$ cat src/rtl/sclf_pkg.sv
// ----------------------------------------------------------------------------
// sclf_pkg
// Shared types and constants for the serial command line framer.
// ----------------------------------------------------------------------------
package sclf_pkg;

    // Default size of the line store, in characters.
    localparam int LINE_MAX_DEF = 32;

    // Width of the line limit register and its value after reset.
    localparam int         CFG_W       = 6;
    localparam logic [5:0] LIMIT_RESET = 6'd32;

    // Width of the drop counter, which saturates at its all-ones value.
    localparam int CNT_W = 16;

    // Characters the framer recognises.
    localparam logic [7:0] CHAR_NUL = 8'h00;
    localparam logic [7:0] CHAR_LF  = 8'h0A;
    localparam logic [7:0] CHAR_CR  = 8'h0D;
    localparam logic [7:0] CHAR_S   = 8'h53;
    localparam logic [7:0] CHAR_Y   = 8'h59;
    localparam logic [7:0] CHAR_N   = 8'h4E;
    localparam logic [7:0] CHAR_US  = 8'h5F;

    // A sync line is exactly this long.
    localparam int SYNC_LEN = 6;

    // Result kinds.
    typedef enum logic [1:0] {
        KIND_CMD   = 2'd0,
        KIND_SYNC  = 2'd1,
        KIND_EMPTY = 2'd2,
        KIND_OVER  = 2'd3
    } kind_t;

    // Commands from the controller to the datapath.
    typedef struct packed {
        logic take_byte;   // store or drop the accepted character
        logic start_run;   // newline seen: set up a character run
        logic fetch;       // read the next stored character
        logic put_char;    // load a run character into the output register
        logic put_single;  // load an empty-line or overflow report
    } cmd_t;

    // Status from the datapath to the controller.
    typedef struct packed {
        logic in_ignore;   // input byte is NUL or carriage return
        logic in_newline;  // input byte is newline
        logic discarding;  // current line has overflowed
        logic line_empty;  // no characters stored
        logic run_last;    // current run character is the final one
        logic slot_free;   // output register can take a result this cycle
    } status_t;

    // Expected character at each of the first four places of a sync line.
    function automatic logic [7:0] sync_char(input logic [1:0] pos);
        logic [7:0] ch;
        case (pos)
            2'd0:    ch = CHAR_S;
            2'd1:    ch = CHAR_Y;
            2'd2:    ch = CHAR_N;
            default: ch = CHAR_US;
        endcase
        return ch;
    endfunction

endpackage

$ cat src/rtl/sclf_ctrl.sv
// ----------------------------------------------------------------------------
// sclf_ctrl
// Controller of the framer: accepts bytes and sequences the results of a line.
// ----------------------------------------------------------------------------
module sclf_ctrl (
    input  logic             clk,
    input  logic             rst_n,
    input  logic             s_tvalid,
    output logic             s_tready,
    input  sclf_pkg::status_t status,
    output sclf_pkg::cmd_t    cmd
);
    import sclf_pkg::*;

    typedef enum logic [1:0] {
        ST_IDLE,
        ST_SINGLE,
        ST_FETCH,
        ST_PUT
    } state_t;

    state_t state_reg;
    state_t state_next;

    // Bytes are taken only while no line result is being produced.
    assign s_tready = (state_reg == ST_IDLE);

    // Next state and commands.
    always_comb
    begin
        state_next = state_reg;
        cmd        = '0;
        case (state_reg)
            ST_IDLE:
            begin
                if (s_tvalid && !status.in_ignore)
                begin
                    if (!status.in_newline)
                    begin
                        cmd.take_byte = 1'b1;
                    end
                    else if (status.discarding || status.line_empty)
                    begin
                        state_next = ST_SINGLE;
                    end
                    else
                    begin
                        cmd.start_run = 1'b1;
                        state_next    = ST_FETCH;
                    end
                end
            end
            ST_SINGLE:
            begin
                if (status.slot_free)
                begin
                    cmd.put_single = 1'b1;
                    state_next     = ST_IDLE;
                end
            end
            ST_FETCH:
            begin
                cmd.fetch  = 1'b1;
                state_next = ST_PUT;
            end
            ST_PUT:
            begin
                if (status.slot_free)
                begin
                    cmd.put_char = 1'b1;
                    state_next   = status.run_last ? ST_IDLE : ST_FETCH;
                end
            end
            default:
            begin
                state_next = ST_IDLE;
            end
        endcase
    end

    // State register.
    always_ff @(posedge clk or negedge rst_n)
    begin
        if (!rst_n)
        begin
            state_reg <= ST_IDLE;
        end
        else
        begin
            state_reg <= state_next;
        end
    end

endmodule

$ cat src/rtl/sclf_dp.sv
// ----------------------------------------------------------------------------
// sclf_dp
// Datapath of the framer: line store, counters, limit register and output
// register.
// ----------------------------------------------------------------------------
module sclf_dp #(
    parameter int LINE_MAX = sclf_pkg::LINE_MAX_DEF
) (
    input  logic                       clk,
    input  logic                       rst_n,
    input  logic                       cfg_we,
    input  logic [sclf_pkg::CFG_W-1:0] cfg_wdata,
    input  logic [7:0]                 rx_byte,
    input  logic                       m_tready,
    output logic                       m_tvalid,
    output logic [7:0]                 out_char,
    output logic [sclf_pkg::CNT_W-1:0] out_count,
    output logic [1:0]                 out_kind,
    output logic                       out_last,
    input  sclf_pkg::cmd_t             cmd,
    output sclf_pkg::status_t          status
);
    import sclf_pkg::*;

    localparam int LEN_W = $clog2(LINE_MAX + 1);
    localparam int IDX_W = $clog2(LINE_MAX);
    localparam int CMP_W = (LEN_W > CFG_W) ? LEN_W : CFG_W;

    localparam logic [LEN_W-1:0] LEN_MAX  = LEN_W'(LINE_MAX);
    localparam logic [LEN_W-1:0] LEN_SYNC = LEN_W'(SYNC_LEN);
    localparam logic [LEN_W-1:0] LEN_ONE  = LEN_W'(1);
    localparam logic [CNT_W-1:0] CNT_FULL = {CNT_W{1'b1}};

    logic [7:0] line_mem [LINE_MAX];

    logic [CFG_W-1:0] limit_reg;
    logic [LEN_W-1:0] len_reg;
    logic [LEN_W-1:0] idx_reg;
    logic             discarding_reg;
    logic [CNT_W-1:0] dropped_reg;
    logic             prefix_ok_reg;
    kind_t            run_kind_reg;
    logic [7:0]       rd_data_reg;
    logic             m_tvalid_reg;
    logic [7:0]       char_reg;
    logic [CNT_W-1:0] count_reg;
    kind_t            kind_reg;
    logic             last_reg;

    logic room;
    logic store_en;
    logic sync_line;
    logic run_last;

    // A character fits while below both the configured limit and the store size.
    assign room = (CMP_W'(len_reg) < CMP_W'(limit_reg)) && (len_reg < LEN_MAX);
    assign store_en  = cmd.take_byte && !discarding_reg && room;
    assign sync_line = (len_reg == LEN_SYNC) && prefix_ok_reg;
    assign run_last  = (LEN_W'(idx_reg + LEN_ONE) == len_reg);

    // Status towards the controller.
    always_comb
    begin
        status.in_ignore  = (rx_byte == CHAR_NUL) || (rx_byte == CHAR_CR);
        status.in_newline = (rx_byte == CHAR_LF);
        status.discarding = discarding_reg;
        status.line_empty = (len_reg == '0);
        status.run_last   = run_last;
        status.slot_free  = !m_tvalid_reg || m_tready;
    end

    // Line store: one write port, one registered read port.
    always_ff @(posedge clk)
    begin
        if (store_en)
        begin
            line_mem[len_reg[IDX_W-1:0]] <= rx_byte;
        end
        if (cmd.fetch)
        begin
            rd_data_reg <= line_mem[idx_reg[IDX_W-1:0]];
        end
    end

    // Line state, drop counter and limit register.
    always_ff @(posedge clk or negedge rst_n)
    begin
        if (!rst_n)
        begin
            limit_reg      <= LIMIT_RESET;
            len_reg        <= '0;
            idx_reg        <= '0;
            discarding_reg <= 1'b0;
            dropped_reg    <= '0;
            prefix_ok_reg  <= 1'b0;
            run_kind_reg   <= KIND_CMD;
        end
        else
        begin
            if (cfg_we)
            begin
                limit_reg <= cfg_wdata;
            end
            if (cmd.take_byte)
            begin
                if (discarding_reg)
                begin
                    if (dropped_reg != CNT_FULL)
                    begin
                        dropped_reg <= dropped_reg + 1'b1;
                    end
                end
                else if (room)
                begin
                    len_reg <= len_reg + LEN_ONE;
                    // Track whether the line so far starts with the sync prefix.
                    if (len_reg == '0)
                    begin
                        prefix_ok_reg <= (rx_byte == sync_char(2'd0));
                    end
                    else if (len_reg < LEN_W'(4))
                    begin
                        prefix_ok_reg <= prefix_ok_reg &&
                                         (rx_byte == sync_char(len_reg[1:0]));
                    end
                end
                else
                begin
                    discarding_reg <= 1'b1;
                    dropped_reg    <= CNT_W'(1);
                end
            end
            if (cmd.start_run)
            begin
                idx_reg      <= '0;
                run_kind_reg <= sync_line ? KIND_SYNC : KIND_CMD;
            end
            if (cmd.put_char)
            begin
                idx_reg <= idx_reg + LEN_ONE;
                if (run_last)
                begin
                    len_reg <= '0;
                end
            end
            if (cmd.put_single)
            begin
                discarding_reg <= 1'b0;
                dropped_reg    <= '0;
                len_reg        <= '0;
            end
        end
    end

    // Output valid flag.
    always_ff @(posedge clk or negedge rst_n)
    begin
        if (!rst_n)
        begin
            m_tvalid_reg <= 1'b0;
        end
        else if (cmd.put_char || cmd.put_single)
        begin
            m_tvalid_reg <= 1'b1;
        end
        else if (m_tready)
        begin
            m_tvalid_reg <= 1'b0;
        end
    end

    // Output payload register.
    always_ff @(posedge clk)
    begin
        if (cmd.put_char)
        begin
            kind_reg  <= run_kind_reg;
            char_reg  <= rd_data_reg;
            count_reg <= CNT_W'(len_reg);
            last_reg  <= run_last;
        end
        else if (cmd.put_single)
        begin
            kind_reg  <= discarding_reg ? KIND_OVER : KIND_EMPTY;
            char_reg  <= '0;
            count_reg <= discarding_reg ? dropped_reg : '0;
            last_reg  <= 1'b1;
        end
    end

    assign m_tvalid  = m_tvalid_reg;
    assign out_char  = char_reg;
    assign out_count = count_reg;
    assign out_kind  = kind_reg;
    assign out_last  = last_reg;

endmodule

$ cat src/rtl/serial_command_line_framer.sv
// ----------------------------------------------------------------------------
// serial_command_line_framer
// Frames received serial bytes into newline-terminated command lines.
// ----------------------------------------------------------------------------
// Bytes arrive on the slave stream and NUL and carriage return are ignored.
// Other characters are stored up to the line limit (cfg_wdata, at most
// LINE_MAX); further characters are counted and dropped until the newline,
// the count saturating at 65535. A newline gives an overflow report, a sync
// echo of a six-character line starting "SYN_", an empty-line error, or the
// stored command as a run of characters, with tlast on the final transfer.
// An ordinary character leaves the controller idle, so such bytes may be
// transferred back to back. After a newline the input is held off while its
// results are produced: a report is loaded in ST_SINGLE, and a run passes
// through ST_FETCH and ST_PUT for each character, as the line store's read
// port is registered; both wait while the master side stalls. The output
// register lets the next byte be taken while a line's final result still waits.
module serial_command_line_framer #(
    parameter int LINE_MAX = sclf_pkg::LINE_MAX_DEF
) (
    input  logic                       clk,
    input  logic                       rst_n,
    input  logic                       cfg_we,
    input  logic [sclf_pkg::CFG_W-1:0] cfg_wdata,  // line limit
    input  logic                       s_tvalid,
    output logic                       s_tready,
    input  logic [7:0]                 s_tdata,    // [7:0] rx_byte
    output logic                       m_tvalid,
    input  logic                       m_tready,
    output logic [23:0]                m_tdata,    // [7:0] out_char, [23:8] count
    output logic [1:0]                 m_tuser,    // [1:0] kind
    output logic                       m_tlast     // last
);
    import sclf_pkg::*;

    cmd_t             cmd;
    status_t          status;
    logic [7:0]       out_char;
    logic [CNT_W-1:0] out_count;

    // Controller.
    sclf_ctrl u_ctrl (
        .clk      (clk),
        .rst_n    (rst_n),
        .s_tvalid (s_tvalid),
        .s_tready (s_tready),
        .status   (status),
        .cmd      (cmd)
    );

    // Datapath.
    sclf_dp #(
        .LINE_MAX (LINE_MAX)
    ) u_dp (
        .clk       (clk),
        .rst_n     (rst_n),
        .cfg_we    (cfg_we),
        .cfg_wdata (cfg_wdata),
        .rx_byte   (s_tdata),
        .m_tready  (m_tready),
        .m_tvalid  (m_tvalid),
        .out_char  (out_char),
        .out_count (out_count),
        .out_kind  (m_tuser),
        .out_last  (m_tlast),
        .cmd       (cmd),
        .status    (status)
    );

    // Pack the result fields, first field lowest.
    assign m_tdata = {out_count, out_char};

endmodule

$ cat config.mk
export PLATFORM = sky130hd
export DESIGN_NAME = serial_command_line_framer
export DESIGN_NICKNAME = d
export VERILOG_FILES = /design/src/rtl/sclf_pkg.sv /design/src/rtl/sclf_ctrl.sv /design/src/rtl/sclf_dp.sv /design/src/rtl/serial_command_line_framer.sv
export SDC_FILE = /design/constraint.sdc
export NUM_CORES = 1
export LEC_CHECK = 0
export BUFFER_PORTS_ARGS = -buffer_cell sky130_fd_sc_hd__buf_2
export CAP_MARGIN = 20
export CORE_MARGIN = 1.5
export CORE_UTILIZATION = 50
export DETAILED_ROUTE_END_ITERATION = 16
export GPL_TIMING_DRIVEN = 0
export PLACE_DENSITY_LB_ADDON = 0.2
export SKIP_CTS_REPAIR_TIMING = 1
export SYNTH_ARGS = -nofsm -noshare
export SYNTH_HDL_FRONTEND = slang
export SYNTH_HIERARCHICAL = 1
export SYNTH_SLANG_ARGS = --single-unit
$ cat constraint.sdc
create_clock -name clk -period 3.4 [get_ports clk]
set_input_delay 0.17 -clock clk [delete_from_list [all_inputs] [get_ports clk]]
set_output_delay 0.17 -clock clk [all_outputs]
set_load 0.02 [all_outputs]
# Word-level counts from Yosys, hierarchy flattened
# Memories as Yosys holds them, arrays and structs flattened. A register that Yosys moved wholly into a read port is not among the register bits.
# Index checks and enable logic that the tools add are counted.
# classes
addsub	3
magnitude_cmp	3
n_eq_ne	18
muxes	56
bitwise_logic	1
n_reduce_logical	25
# op_table
cell	n
16-bit two-way mux	6
6-bit two-way mux	10
8-bit two-way mux	7
1-bit two-way mux	21
2-bit two-way mux	10
16-bit by 1-bit adder with 16-bit output (second input constant)	1
8-bit by 4-bit equality test with 1-bit output (second input constant)	2
16-bit inequality test (second input constant)	1
5-bit one-hot mux with 3 select lines	1
6-bit by 1-bit adder with 6-bit output (second input constant)	2
2-bit nonzero test	5
8-bit by 7-bit equality test with 1-bit output (second input constant)	1
8-bit equality test	1
8-bit zero test	1
2-bit one-hot mux with 4 select lines	1
4-bit AND reduction	2
2-bit equality test (second input constant)	3
6-bit by 3-bit equality test with 1-bit output (second input constant)	1
6-bit equality test	1
1-bit logical AND	6
6-bit zero test	1
6-bit by 3-bit < comparator with 1-bit output (second input constant)	1
6-bit < comparator	1
6-bit < comparator (second input constant)	1
other kinds (10)	19
# totals
ff_bits	68
ramBits	256
input_bits	19
out_inout_bits	29
wordCells	121
mem_count	1
# memory_table
name	words	word_bits	rd	rd_clocked_by_memory_dff	write_ports	line	rtl
u_dp.line_mem	32	8	1	1	1	sclf_dp.sv:34	logic [7:0] line_mem [LINE_MAX];

# Logic depth before layout (Yosys ltp)
# Gate-level depths: netlist of run 1.
# depth
ltp_word	11
depth_mapped	10
ltp_nobuf	9

# Hierarchy
# The synthesis of run 1 kept the hierarchy.
# by_module_without_submodules
module	instances	cells_each	area_each_um2	seq_area_each_um2
sclf_dp	1	839	13624.3	9590.4
sclf_ctrl	1	15	145.1	50.0

# Least setup slack after synthesis of run 1
# No wires, ideal clock.
# synth_timing
path_type	flip-flop to flip-flop
start	reg u_ctrl.state_reg[0]
end	mem u_dp.line_mem[12][0] (enable)
setup_ns	0.383
arrival_time_ns	2.696
required_time_ns	3.017
slack_ns	0.321
stages_incl_launch_ff	9
path_buffers	1
synth_period_minus_slack_ns	3.079
cell_sequence	dfrtp_1 > nor2_1 > nor4bb_1 > nor2b_1 > o21ai_0 > a21oi_1 > buf_2 > nand2_1 > nor3_1
# synth_rtl
item	line	rtl
start: declaration	sclf_ctrl.sv:22	state_t state_reg;
start signal: assignment	sclf_ctrl.sv:90	state_reg <= state_next;
end: declaration	sclf_dp.sv:34	

==> impl_metrics.json, run 1 <==
{
  "yosysTopAreaCell": "edfxtp_1",
  "synthMostInstantiatedCell": "edfxtp_1",
  "drc": 0,
  "first_global_vias": 7704,
  "hold_viol": 0,
  "placed_area_mm2": 0.0145,
  "cp-startpoint": "u_ctrl/state_reg[0]$_DFFE_PN0P_",
  "cp_slowest_cell": "dfrtp_1",
  "gp_congestion": 0.846,
  "worst_pin_slew_ns": 0.990,
  "slew_headroom": 0.335,
  "wl_per_cell_um": 22.9,
  "grt_use_total": 0.220,
  "netlist_area_mm2": 0.0138,
  "max_freq_mhz": 315,
  "nFillCells": 2095,
  "place_ws_ns": -0.931,
  "cts.clk_slew.worst_paths_ns": 0.06,
  "clock_latency_ns": 0.52,
  "die_h_um": 169,
  "nets": 984,
  "worstPathCellList": "nor2_1 -> nor4bb_4 -> nor2b_1 -> o21ai_0 -> a21oi_1 -> buf_2 -> nand2_2 -> nor3_2 -> buf_2",
  "num_rows": 60,
  "rsz0062_at_grt": "no",
  "numCtsBuffers": 36,
  "min_path_type": "in -> reg",
  "critical_path_class": "reg -> reg",
  "cap_violations": 0,
  "vias": 7862,
  "ff2ff_setup_slack_ns": 0.22,
  "core_mm2": 0.0270,
  "ff2ff_path_depth": 9,
  "antenna_found_initial": 0,
  "initial_core_util": 0.509,
  "crit_cells": 9,
  "whs_ns": 0.0269,
  "final_cell_count_no_fill": 1319,
  "r2r-end": "u_dp/line_mem[13][5]$_DFFE_PP_",
  "max_stage_delay_ns": 0.44,
  "ant_nets": 0,
  "timing.final.crit_period_ns": 3.18,
  "fin_total_pwr_mw": 10.5,
  "drive_above_1_share": 0.224,
  "synth_fp_nets": 886,
  "largest_reg_flops": 256,
  "leakagePower_nw": 5.34,
  "p_per_area_mw_per_mm2": 664,
  "viasPerCell": 5.96,
  "synth_cells": 854,
  "syn_avg_cell_area_um2": 16.1,
  "skew_ns": 0.0165,
  "grt.overflow.total": 0,
  "peakVddDrop_v": 0.000349,
  "worst-path-buf-inv": 2,
  "cts_sinks": 331,
  "cp_max_fo": 10,
  "dp_cells": 1246,
  "setup_viol": 0,
  "reg2reg_from": "u_ctrl/state_reg[0]$_DFFE_PN0P_",
  "synthTopCellsByArea": "edfxtp_1 61%, mux4_2 9.0%, dfrtp_1 7.1%",
  "antenna_cells": 0,
  "min_period_over_period": 0.934,
  "status": "complete, no violations",
  "layout_setup_ws_ns": 0.224,
  "report.final.slew_viol_count": 0,
  "fin_util": 0.584,
  "whs_path_depth": 3,
  "critPathCapture": "u_dp/line_mem[13][5]$_DFFE_PP_",
  "crit_path_start_kind": "register",
  "ioPinCount": 48,
  "required_ns": 3.61,
  "dp_hpwl_mm": 19.4,
  "cpMostUsedCell": "buf_2",
  "fin_setup_tns_ns": 0,
  "yosysSeqAreaShare": 0.700,
  "htreeDepth": 2,
  "critical-path-top-delay-family": "simple AND/OR/NAND/NOR gates",
  "clk_path_buf_depth": 3,
  "ys_warn_count": 6,
  "io_buffers": 47,
  "cp.arrival_ns": 3.38,
  "area_growth_pct": 14.5,
  "dr.pass1.iters": 5,
  "finalWirelength_mm": 30.2,
  "die_w_um": 169,
  "yosysTopAreaCellShare": 0.613,
  "synth_edf_count": 281,
  "finalInstanceArea_mm2": 0.0158,
  "grt_max_degree": 41,
  "cts_root_buffer": "clkbuf_16",
  "synthTopCellsByCount": "281 x edfxtp_1, 59 x nor2_1, 55 x mux4_2",
  "endpoint_kind": "register",
  "ys_ff_latch": 331,
  "grt_pass1_wl_mm": 46.3,
  "cts_tree": "done",
  "drtIter0Drc": 761,
  "ys.flop_type": "edfxtp_1",
  "yosysUniqueCellTypes": 62,
  "die-area_mm2": 0.0285,
  "async_flop_share": 0.121
}
==> layout make-up <==
cell class,count,area (um^2),share of cell area
plain buffers,44,198,0.0125
clock buffers,47,1010,0.0643
clock inverters,17,125,0.00793
inverters,17,63.8,0.00405
multi-input cells,462,3950,0.251
flip-flops and latches,331,9640,0.611
well taps,341,427,0.0271
repair buffers,60,349,0.0221
==> where the power goes <==
group | switching, mW | total, mW | internal, mW
combinational | 1.21 | 2.02 | 0.806
sequential | 0.127 | 4.76 | 4.64
clock | 1.51 | 3.69 | 2.18
==> how the worst min path moves through the flow <==
| stage | slack [ns] | from | to |
|---|---|---|---|
| 2_1_floorplan | -0.13 | rst_n | u_ctrl/state_reg[0]$_DFFE_PN0P_ |
| 3_3_place_gp | 0.37 | rst_n | u_dp/dropped_reg[13]$_DFFE_PN0P_ |
| 3_5_place_dp | 0.38 | rst_n | u_dp/dropped_reg[13]$_DFFE_PN0P_ |
| 4_1_cts | -0.16 | rst_n | u_ctrl/state_reg[1]$_DFFE_PN0P_ |
| 5_1_grt | 0.04 | s_tvalid | u_ctrl/state_reg[1]$_DFFE_PN0P_ |
| 6_report | 0.03 | s_tvalid | u_ctrl/state_reg[1]$_DFFE_PN0P_ |
==> metal layers <==
layer  track usage  vias to the layer above  share of wire
li1              -                     3539              -
met1         0.307                     3990           0.43
met2         0.347                      273           0.47
met3        0.0454                       60          0.068
met4        0.0769                        0          0.028
met5             0                        -              0
==> kinds of logic (layout without fill, tap and decap cells) <==
group	count (synthesis)	after routing	synth area share
xor+xnor	16	16	0.0112
compound gates	119	119	0.0607
fa+ha+maj	13	13	0.0118
simple gates	224	224	0.0815
flops	331	331	0.700
buf+inv	61	185	0.0190
mux	90	90	0.116
==> layout by cell type, fill, tap and decap left out, drive strengths merged, types with 17 or more instances in the layout <==
cell and instances:
mux4 55, inv 17, nor2 59, edfxtp 281, clkbuf 73, mux2i 32, a21oi 22, nand3 19
nand2 54, o21ai 21, dfrtp 39, buf 69
==> worst reg2reg max path: cells and delay by family, from the launching register on <==
kind            cells  cell delay [ns]
compound gates      2             0.33
simple gates        5             1.53
flops               1             0.44
buf+inv             2             0.57
No activity file was read; power rests on OpenSTA's default activity.
==> inputs of run 2 (changes only) <==
ABC_AREA = 1   (was not set)
==> impl_metrics.json, run 2 <==
{
  "hold_viol": 1,
  "antenna_cells": 0,
  "cpMostUsedCell": "nor2_1",
  "nets": 1378,
  "grt.overflow.total": 0,
  "viasPerCell": 5.71,
  "worstHoldStart": "m_tready",
  "min_path_type": "in -> reg",
  "placed_area_mm2": 0.0149,
  "drive_above_1_share": 0.115,
  "ys_warn_count": 6,
  "yosysUniqueCellTypes": 45,
  "fin_total_pwr_mw": 9.29,
  "ff2ff_setup_slack_ns": 0.31,
  "cts_root_buffer": "clkbuf_16",
  "critPathCapture": "u_dp/line_mem[21][2]$_DFFE_PP_",
  "worstPathCellList": "buf_2 -> nor2_1 -> nand2_1 -> a211oi_1 -> inv_1 -> nand3_1 -> nor2_1 -> inv_1 -> nor2_1 -> nand2_1 -> inv_2 -> nand2_2 -> nor2_1",
  "cp_max_fo": 36,
  "reg2reg_from": "u_dp/limit_reg[5]$_DFFE_PN1P_",
  "worst-path-buf-inv": 4,
  "cp-startpoint": "s_tdata[2]",
  "place_ws_ns": -0.168,
  "vias": 9980,
  "leakagePower_nw": 5.79,
  "status": "finished, violations left",
  "antenna_found_initial": 0,
  "finalWirelength_mm": 36.8,
  "report.final.slew_viol_count": 0,
  "die_h_um": 171,
  "dp_hpwl_mm": 24.0,
  "crit_path_start_kind": "primary input",
  "drc": 0,
  "netlist_area_mm2": 0.0142,
  "numCtsBuffers": 34,
  "timing.final.crit_period_ns": 3.12,
  "synthTopCellsByArea": "edfxtp_1 59%, nand2_1 7.2%, dfrtp_1 6.9%",
  "largest_reg_flops": 256,
  "synth_edf_count": 281,
  "whs_ns": -0.0231,
  "num_rows": 61,
  "clock_latency_ns": 0.51,
  "rsz0062_at_grt": "no",
  "synthMostInstantiatedCell": "edfxtp_1",
  "ioPinCount": 48,
  "setup_viol": 0,
  "io_buffers": 47,
  "skew_ns": 0.0242,
  "wl_per_cell_um": 21.0,
  "area_growth_pct": 12.9,
  "synth_fp_nets": 1287,
  "fin_util": 0.575,
  "crit_cells": 13,
  "first_global_vias": 9504,
  "initial_core_util": 0.509,
  "slew_headroom": 0.355,
  "max_stage_delay_ns": 0.73,
  "ant_nets": 0,
  "ys_ff_latch": 331,
  "endpoint_kind": "register",
  "final_common_cell": "edfxtp_1",
  "htreeDepth": 2,
  "cts_tree": "done",
  "synth_cells": 1255,
  "ys.flop_type": "edfxtp_1",
  "min_period_over_period": 0.919,
  "cp_slowest_cell": "nor2_1",
  "cts_sinks": 331,
  "cp.arrival_ns": 3.25,
  "worst_pin_slew_ns": 0.967,
  "yosysTopAreaCellShare": 0.594,
  "cap_violations": 0,
  "required_ns": 3.52,
  "die-area_mm2": 0.0294,
  "critical_path_class": "in -> reg",
  "grt_max_degree": 41,
  "peakVddDrop_v": 0.000418,
  "core_mm2": 0.0279,
  "clk_path_buf_depth": 3,
  "grt_use_total": 0.256,
  "finalInstanceArea_mm2": 0.0160,
  "die_w_um": 171,
  "layout_setup_ws_ns": 0.275,
  "synthTopCellsByCount": "281 x edfxtp_1, 273 x nand2_1, 158 x nor2_1",
  "p_per_area_mw_per_mm2": 580,
  "drtIter0Drc": 922,
  "gp_congestion": 0.934,
  "yosysSeqAreaShare": 0.679,
  "ff2ff_path_depth": 11,
  "yosysTopAreaCell": "edfxtp_1",
  "r2r-end": "u_dp/line_mem[21][2]$_DFFE_PP_",
  "violations": "negative hold slack",
  "grt_pass1_wl_mm": 55.4,
  "critical-path-top-delay-family": "simple AND/OR/NAND/NOR gates",
  "async_flop_share": 0.121,
  "final_cell_mix": "281 x edfxtp_1, 273 x nand2_1, 158 x nor2_1, 104 x o21ai_0, 64 x inv_1",
  "max_freq_mhz": 320,
  "dr.pass1.iters": 5,
  "syn_avg_cell_area_um2": 11.3,
  "cts.clk_slew.worst_paths_ns": 0.06
}
run 2: where the power goes:
group,leakage (nW),internal [mW],switching (mW)
Combinational,2.18,0.330,0.826
Clock,0.511,2.05,1.46
Sequential,3.10,4.53,0.0970
run 2: metal layers:
layer | track usage | routed length, um | vias to the layer above
met5 | 0 | 0 | -
met4 | 0.0957 | 1260 | 0
met3 | 0.0410 | 2790 | 79
met2 | 0.410 | 17400 | 421
met1 | 0.354 | 15400 | 4896
li1 | - | - | 4584
run 2: final cells by class:
class	instances	area, um^2
well taps	378	473
inverters	73	275
fillers	2376	11800
plain buffers	57	283
clock inverters	18	130
repair buffers	55	315
multi-input cells	794	4000
clock buffers	42	912
flip-flops and latches	331	9640
run 2: worst min path at each step:
stage | slack [ns] | end | cells after the start
after CTS | -0.16 | u_dp/limit_reg[3]$_DFFE_PN0P_ | 1
after global placement | 0.37 | u_dp/dropped_reg[13]$_DFFE_PN0P_ | 1
after global routing | 0.01 | u_dp/m_tvalid$_DFFE_PN0P_ | 4
after floorplan | -0.13 | u_ctrl/state_reg[0]$_DFFE_PN0P_ | 0
after detailed placement | 0.37 | u_dp/dropped_reg[13]$_DFFE_PN0P_ | 1
final | -0.02 | u_dp/m_tvalid$_DFFE_PN0P_ | 4
run 2: tightest hold or removal path: cells and delay by family:
| family | cells | cell delay (ns) |
|---|---|---|
| AND/OR/NAND/NOR | 2 | 0.16 |
| buffers and inverters | 2 | 0.10 |
run 2: kinds of logic (layout without fill, tap and decap cells):
group           after synthesis  in the layout  share of synthesized area
fa+ha+maj                    13             13                     0.0115
xor+xnor                      9              9                    0.00555
mux                          33             33                     0.0234
flops                       331            331                      0.679
compound gates              216            216                     0.0872
buf+inv                     130            245                     0.0393
simple gates                523            523                      0.154
run 2: through the flow:
step	cells	hold WS, ns	setup TNS, ns
global route	1748	0.0107	0
CTS	1740	-0.165	0
global placement	1680	0.373	-13.02
floorplan	1255	-0.126	0
finish	1748	-0.0231	0
detailed placement	1680	0.373	-21.45
